--- src/design/qips_pkg.sv ---
// ----------------------------------------------------------------------------
// qips_pkg: shared types and codes for the ordered insert/pop/search queue
// Holds action and status codes, the value type and the per-cell command.
// ----------------------------------------------------------------------------
package qips_pkg;

    localparam logic [1:0] ACT_INSERT = 2'd0;
    localparam logic [1:0] ACT_POP    = 2'd1;
    localparam logic [1:0] ACT_SEARCH = 2'd2;

    localparam logic [1:0] ST_OK      = 2'd0;
    localparam logic [1:0] ST_FULL    = 2'd1;
    localparam logic [1:0] ST_EMPTY   = 2'd2;

    localparam int VAL_W = 32;

    typedef logic signed [VAL_W-1:0] value_t;

    // command broadcast to every cell of the row
    typedef struct packed {
        logic ins;
        logic pop;
        logic srch;
    } cell_cmd_t;

endpackage

--- src/design/qips_cell.sv ---
// ----------------------------------------------------------------------------
// qips_cell: one storage slot of the queue row
// Holds one entry, shifts toward the tail on insert and toward the head on
// pop, and compares its entry against the search value.
// ----------------------------------------------------------------------------
module qips_cell #(
    parameter int IDX_W = 4,
    parameter int IDX   = 0
) (
    input  logic                clk,
    input  logic                rst_n,
    input  qips_pkg::cell_cmd_t cmd,
    input  logic [IDX_W-1:0]    slot,
    input  qips_pkg::value_t    ins_value,
    input  qips_pkg::value_t    left_value,
    input  qips_pkg::value_t    right_value,
    input  logic                valid,
    output qips_pkg::value_t    value,
    output logic                hit
);

    localparam logic [IDX_W-1:0] MY_IDX = IDX_W'(IDX);

    qips_pkg::value_t value_reg;
    qips_pkg::value_t value_next;
    logic             hit_reg;
    logic             hit_next;

    always_comb
    begin
        value_next = value_reg;
        if (cmd.ins)
        begin
            if (MY_IDX > slot)
                value_next = left_value;
            else if (MY_IDX == slot)
                value_next = ins_value;
        end
        else if (cmd.pop)
        begin
            value_next = right_value;
        end
        hit_next = cmd.srch && valid && (value_reg == ins_value);
    end

    always_ff @(posedge clk)
    begin
        value_reg <= value_next;
    end

    always_ff @(posedge clk or negedge rst_n)
    begin
        if (!rst_n)
            hit_reg <= 1'b0;
        else
            hit_reg <= hit_next;
    end

    assign value = value_reg;
    assign hit   = hit_reg;

endmodule

--- src/design/queue_insert_pop_search.sv ---
// A result strobes on done after the item passes the v1 and done registers.
// Throughput: one item per cycle once busy is low; the cell row registers the
// update and the search hit bits, which a registered OR then merges.
// Reset: the entry count clears at once, entries are undefined until written;
// busy is held high by reset and clears once the clock runs after release.
// The receiver cannot stall: each result is valid for exactly one cycle.
// ----------------------------------------------------------------------------
// queue_insert_pop_search: bounded ordered queue with insert, pop and search
// A row of cells holds the entries head first; control broadcasts the action.
// ----------------------------------------------------------------------------
module queue_insert_pop_search #(
    parameter int DEPTH = 16
) (
    input  logic                   clk,
    input  logic                   rst_n,
    input  logic                   start,
    output logic                   busy,
    input  logic [1:0]             action,
    input  logic signed [31:0]     value,
    input  logic signed [5:0]      position,
    output logic                   done,
    output logic [1:0]             status,
    output logic signed [31:0]     popped_value,
    output logic                   found,
    output logic [4:0]             count,
    output logic                   is_empty
);

    localparam int IDX_W = (DEPTH > 1) ? $clog2(DEPTH) : 1;
    localparam int CNT_W = $clog2(DEPTH + 1);
    localparam logic [CNT_W-1:0] FULL_CNT = CNT_W'(DEPTH);
    localparam logic [CNT_W-1:0] CNT_ONE  = CNT_W'(1);

    logic                 busy_reg;
    logic [CNT_W-1:0]     count_reg;
    logic [CNT_W-1:0]     count_next;

    // first result stage
    logic                 v1_reg;
    logic [1:0]           status1_reg;
    logic [1:0]           status1_next;
    qips_pkg::value_t     popped1_reg;
    qips_pkg::value_t     popped1_next;
    logic [CNT_W-1:0]     count1_reg;

    // output stage
    logic                 done_reg;
    logic [1:0]           status_reg;
    qips_pkg::value_t     popped_reg;
    logic                 found_reg;
    logic [4:0]           count_out_reg;
    logic                 empty_reg;

    logic                 accept;
    qips_pkg::cell_cmd_t  cmd;
    logic [IDX_W-1:0]     slot;
    logic [CNT_W+4:0]     pos_ext;
    logic [CNT_W+4:0]     cnt_ext;
    logic [CNT_W+4:0]     cnt1_ext;
    logic                 full;
    logic                 empty;

    qips_pkg::value_t     cell_val   [DEPTH];
    qips_pkg::value_t     left_val   [DEPTH];
    qips_pkg::value_t     right_val  [DEPTH];
    logic [DEPTH-1:0]     hits;

    assign accept  = start && !busy_reg;
    assign full    = (count_reg == FULL_CNT);
    assign empty   = (count_reg == '0);
    assign pos_ext = {{CNT_W{1'b0}}, position[4:0]};
    assign cnt_ext = {5'b0, count_reg};

    always_comb
    begin
        // negative or past-the-tail positions append
        if (!position[5] && (pos_ext < cnt_ext))
            slot = pos_ext[IDX_W-1:0];
        else
            slot = count_reg[IDX_W-1:0];

        cmd          = '0;
        count_next   = count_reg;
        status1_next = qips_pkg::ST_OK;
        popped1_next = '0;
        if (accept)
        begin
            case (action)
                qips_pkg::ACT_INSERT:
                begin
                    if (full)
                        status1_next = qips_pkg::ST_FULL;
                    else
                    begin
                        cmd.ins    = 1'b1;
                        count_next = count_reg + CNT_ONE;
                    end
                end
                qips_pkg::ACT_POP:
                begin
                    if (empty)
                        status1_next = qips_pkg::ST_EMPTY;
                    else
                    begin
                        cmd.pop      = 1'b1;
                        popped1_next = cell_val[0];
                        count_next   = count_reg - CNT_ONE;
                    end
                end
                qips_pkg::ACT_SEARCH:
                    cmd.srch = 1'b1;
                default:
                    cmd = '0;
            endcase
        end
    end

    genvar gi;
    generate
        for (gi = 0; gi < DEPTH; gi++)
        begin : g_cell
            if (gi == 0)
            begin : g_head
                assign left_val[gi] = value;
            end
            else
            begin : g_mid
                assign left_val[gi] = cell_val[gi-1];
            end

            if (gi == DEPTH - 1)
            begin : g_tail
                assign right_val[gi] = cell_val[gi];
            end
            else
            begin : g_next
                assign right_val[gi] = cell_val[gi+1];
            end

            qips_cell #(
                .IDX_W (IDX_W),
                .IDX   (gi)
            ) u_cell (
                .clk         (clk),
                .rst_n       (rst_n),
                .cmd         (cmd),
                .slot        (slot),
                .ins_value   (value),
                .left_value  (left_val[gi]),
                .right_value (right_val[gi]),
                .valid       (CNT_W'(gi) < count_reg),
                .value       (cell_val[gi]),
                .hit         (hits[gi])
            );
        end
    endgenerate

    assign cnt1_ext = {5'b0, count1_reg};

    always_ff @(posedge clk or negedge rst_n)
    begin
        if (!rst_n)
        begin
            busy_reg  <= 1'b1;
            count_reg <= '0;
            v1_reg    <= 1'b0;
            done_reg  <= 1'b0;
        end
        else
        begin
            busy_reg  <= 1'b0;
            count_reg <= count_next;
            v1_reg    <= accept;
            done_reg  <= v1_reg;
        end
    end

    always_ff @(posedge clk)
    begin
        status1_reg   <= status1_next;
        popped1_reg   <= popped1_next;
        count1_reg    <= count_next;
        status_reg    <= status1_reg;
        popped_reg    <= popped1_reg;
        found_reg     <= |hits;
        count_out_reg <= cnt1_ext[4:0];
        empty_reg     <= (count1_reg == '0);
    end

    assign busy         = busy_reg;
    assign done         = done_reg;
    assign status       = status_reg;
    assign popped_value = popped_reg;
    assign found        = found_reg;
    assign count        = count_out_reg;
    assign is_empty     = empty_reg;

endmodule

--- config.mk ---
export PLATFORM = sky130hd
export DESIGN_NAME = queue_insert_pop_search
export DESIGN_NICKNAME = d
export VERILOG_FILES = /design/src/design/qips_pkg.sv /design/src/design/qips_cell.sv /design/src/design/queue_insert_pop_search.sv
export SDC_FILE = /design/constraint.sdc
export NUM_CORES = 2
export LEC_CHECK = 0
export BUFFER_PORTS_ARGS = -buffer_cell sky130_fd_sc_hd__buf_2
export CAP_MARGIN = 10
export CORE_ASPECT_RATIO = 1.25
export CORE_MARGIN = 2
export CORE_UTILIZATION = 28
export DETAILED_ROUTE_END_ITERATION = 8
export HOLD_SLACK_MARGIN = 0.08
export PLACE_DENSITY_LB_ADDON = 0.15
export SKIP_CTS_REPAIR_TIMING = 1
export SYNTH_ARGS = -nofsm -noshare
export SYNTH_HDL_FRONTEND = slang
export SYNTH_HIERARCHICAL = 1
export SYNTH_SLANG_ARGS = --single-unit
--- constraint.sdc ---
create_clock -name clk -period 12.3 [get_ports clk]
set_input_delay 0 -clock clk [delete_from_list [all_inputs] [get_ports clk]]
set_output_delay 0 -clock clk [all_outputs]
set_load 0.01 [all_outputs]
==> flow_metrics.py <==
metrics = {
    "setup_path": {
        "critPathRequiredTime_ns": 12.58,
        "cp.arrival_ns": 4.92,
        "startpoint_type": "flip-flop",
        "critPathMaxStageDelay_ns": 0.94,
        "cp.depth": 9,
        "slowest_stage": "a21oi_4",
        "cp_num_buf_inv": 2,
        "crit_chain": "clkinv_1 > ha_1 > nand3_1 > o21ai_1 > mux2_2 > buf_4 > nand2_2 > nor2_1 > a21oi_4",
        "critPathTopFamily": "compound AO/OA/AOI/OAI gates",
        "endpoint_kind": "flip-flop",
        "path_class": "reg2reg",
        "ff2ff_path_depth": 9,
        "crit_fanout": 33,
    },
    "yosys": {
        "synth.top_cells.by_count": "512 x edfxtp_1, 495 x nor2_1, 489 x a21oi_1",
        "yosysMostFrequentCell": "edfxtp_1",
        "syn-cell-area_sq_um": 34800,
        "synth_top_area_cell": "edfxtp_1",
        "synthAdderAreaFrac": 0.00287,
        "synth_top_family_by_area": "multiplexers",
        "ys_seq_area_frac": 0.505,
        "synth_top_area_frac": 0.442,
        "synth-seq-cells": 616,
        "synthXorXnorAreaFrac": 0.129,
        "synth_mux_area_frac": 0.152,
        "synth_simple_gate_area_frac": 0.103,
        "yosys_most_used_dff": "edfxtp_1",
        "post_synth.cell_area_avg_sq_um": 11.1,
        "netlist_instances": 3135,
        "yosysWarnings": 6,
        "synth_enable_flop_cells": 512,
        "synthArstFlopShare": 0.0390,
        "yosys.cell_types.count": 66,
        "synth-compound-area-share": 0.0812,
        "syn_nets": 3186,
        "ys_top_cells_by_area": "edfxtp_1 44%, mux2i_1 14%, xor2_1 8.7%",
    },
    "sta": {
        "setup_tns_ns": 0,
        "tightestPinTransition_ns": 1.15,
        "skew_ns": 0.0306,
        "period_minus_slack_ns": 4.64,
        "fin_crit_sh": 0.377,
        "finalMaxSlewViolations": 0,
        "fin_hold_ws_ns": 0.0815,
        "hold_viol": 0,
        "rsz0062_at_grt": "no",
        "slew_headroom": 0.229,
        "fmax_ghz": 0.215,
        "finalSetupViolations": 0,
    },
    "clocking": {
        "cts_tree": "built",
        "clkTransAtPathRegs_ns": 0.06,
        "cts_buffers": 74,
        "cts_max_level": 3,
        "clockBufferDepth": 3,
        "cts_sinks": 616,
        "cts_root_buf": "clkbuf_16",
        "clk_latency_ns": 0.68,
    },
    "route": {
        "drt_wl_total_mm": 139,
        "first_pass_iters": 5,
        "drc": 0,
        "first_iter_violations": 2062,
        "wl_per_cell_microns": 28.4,
        "vias": 25127,
        "ant_nets": 0,
        "vias_per_cell": 5.14,
    },
    "floorplan": {
        "fp.coreArea_sq_um": 123000,
        "dieArea_sq_um": 127000,
        "rows": 144,
        "die_y_microns": 398,
        "io_pins": 86,
        "die_width_microns": 319,
        "start_util": 0.282,
    },
    "grt": {
        "antenna_found_initial": 8,
        "grt.total_usage": 0.213,
        "grt_pass1_wl_mm": 195,
        "grt_pass1_vias": 25494,
        "grt_max_degree": 207,
        "grt_remaining_overflow": 0,
    },
    "run_status": {
        "outcome": "finished, final reports clean",
    },
    "flow_run": {
        "cap_violations": 0,
    },
    "power_and_ir_drop": {
        "vdd_drop_max_v": 0.000128,
        "total_power_mw": 6.77,
        "leakagePower_nw": 15.5,
        "power.density_nw_per_um2": 171,
    },
    "finish": {
        "fin_util": 0.321,
        "largest_reg_flops": 512,
        "fill_cells": 12726,
        "final_nets": 3268,
        "areaGrowthSynthToFinish_pct": 13.9,
        "drive_gt1_frac": 0.104,
    },
    "placed_design": {
        "io_buffer_count": 85,
        "dp.final_hpwl_mm": 96.8,
        "gp_congestion": 0.827,
    },
    "hold_path": {
        "holdPathStages": 3,
        "worstHoldPathType": "in2reg",
    },
}
[cell families after synthesis]
family	Yosys count
muxes	523
xor gates and xnor gates	514
adders and majority gates	8
DFF	616
and+or+nand+nor	763
other	1
buffers and inverters	175
AOI/OAI and AO/OA	535
[report_power, final]
part	switching [mW]	internal, mW	leakage (nW)
clock network	0.982	1.32	1.19
logic	1.14	0.719	8.71
registers	0.177	2.44	5.64
total	2.29	4.48	15.5
[placed cells by master, fill, tap and decap left out, types with 9 or more instances in the layout]
master / Yosys / final
nand4_1: 51 / 51
o21ai_0: 10 / 9
xor2_1: 344 / 344
clkbuf_1: 88 / 18
dfrtp_1: 23 / 23
inv_1: 9 / 9
edfxtp_1: 512 / 512
nor4_1: 93 / 93
mux2i_1: 482 / 481
buf_4: 19 / 71
nor2_1: 495 / 494
dlygate4sd3_1: 0 / 12
dfxtp_1: 80 / 80
xnor2_1: 170 / 170
clkbuf_16: 0 / 75
clkinv_1: 1 / 18
nand3_1: 29 / 28
and3_1: 32 / 32
mux2_2: 41 / 40
nand2_1: 21 / 19
or4_1: 9 / 9
a21oi_1: 489 / 487
buf_2: 14 / 85
[layer usage]
metal  vias to the layer above  global-route usage  share of wire
met1                     12689               0.245           0.39
li1                      11590                   -              -
met5                         -                   0        0.00030
met3                       238              0.0213          0.034
met2                       604               0.402           0.53
met4                         6              0.0885          0.041
[path summary, 6_finish.rpt]
| check | end | startpoint | slack [ns] |
|---|---|---|---|
| hold / removal | g_cell[15].u_cell/value[28] | value[28] | 0.08 |
| hold reg to reg | popped_value[9] | popped1_reg[9] | 0.32 |
| min in group asynchronous | v1_reg | rst_n | 0.38 |
| setup / recovery | g_cell[12].u_cell/value[4] | count_reg[2] | 7.66 |
| max in group asynchronous | g_cell[15].u_cell/hit | rst_n | 11.71 |
| setup reg to reg | g_cell[12].u_cell/value[4] | count_reg[2] | 7.66 |
[worst register-to-register path: stages (launching register included)]
cell	delay, ns
dfrtp_1	0.57
clkinv_1	0.29
ha_1	0.36
nand3_1	0.07
o21ai_1	0.33
mux2_2	0.38
buf_4	0.27
nand2_2	0.82
nor2_1	0.20
a21oi_4	0.94
[metrics by stage]
| step | instance area, sq um | setup slack (ns) | instances |
|---|---|---|---|
| after floorplan | 34800 | 7.54 | 3135 |
| after global placement | 37100 | 7.65 | 4734 |
| after detailed placement | 37100 | 7.66 | 4734 |
| after CTS | 39500 | 7.66 | 4870 |
| after global routing | 39600 | 7.30 | 4883 |
| final | 39600 | 7.66 | 4885 |
[layout make-up]
| cell class | count | area [sq um] | area share |
|---|---|---|---|
| repair buffers | 171 | 1140 | 0.0287 |
| inverters | 10 | 37.5 | 0.000947 |
| clock buffers | 96 | 1990 | 0.0501 |
| diodes | 2 | 5.00 | 0.000126 |
| multi-input cells | 2344 | 16400 | 0.414 |
| clock inverters | 40 | 465 | 0.0117 |
| well taps | 1606 | 2010 | 0.0507 |
| flip-flops and latches | 616 | 17600 | 0.443 |
Power figures use the tool's default switching activity.
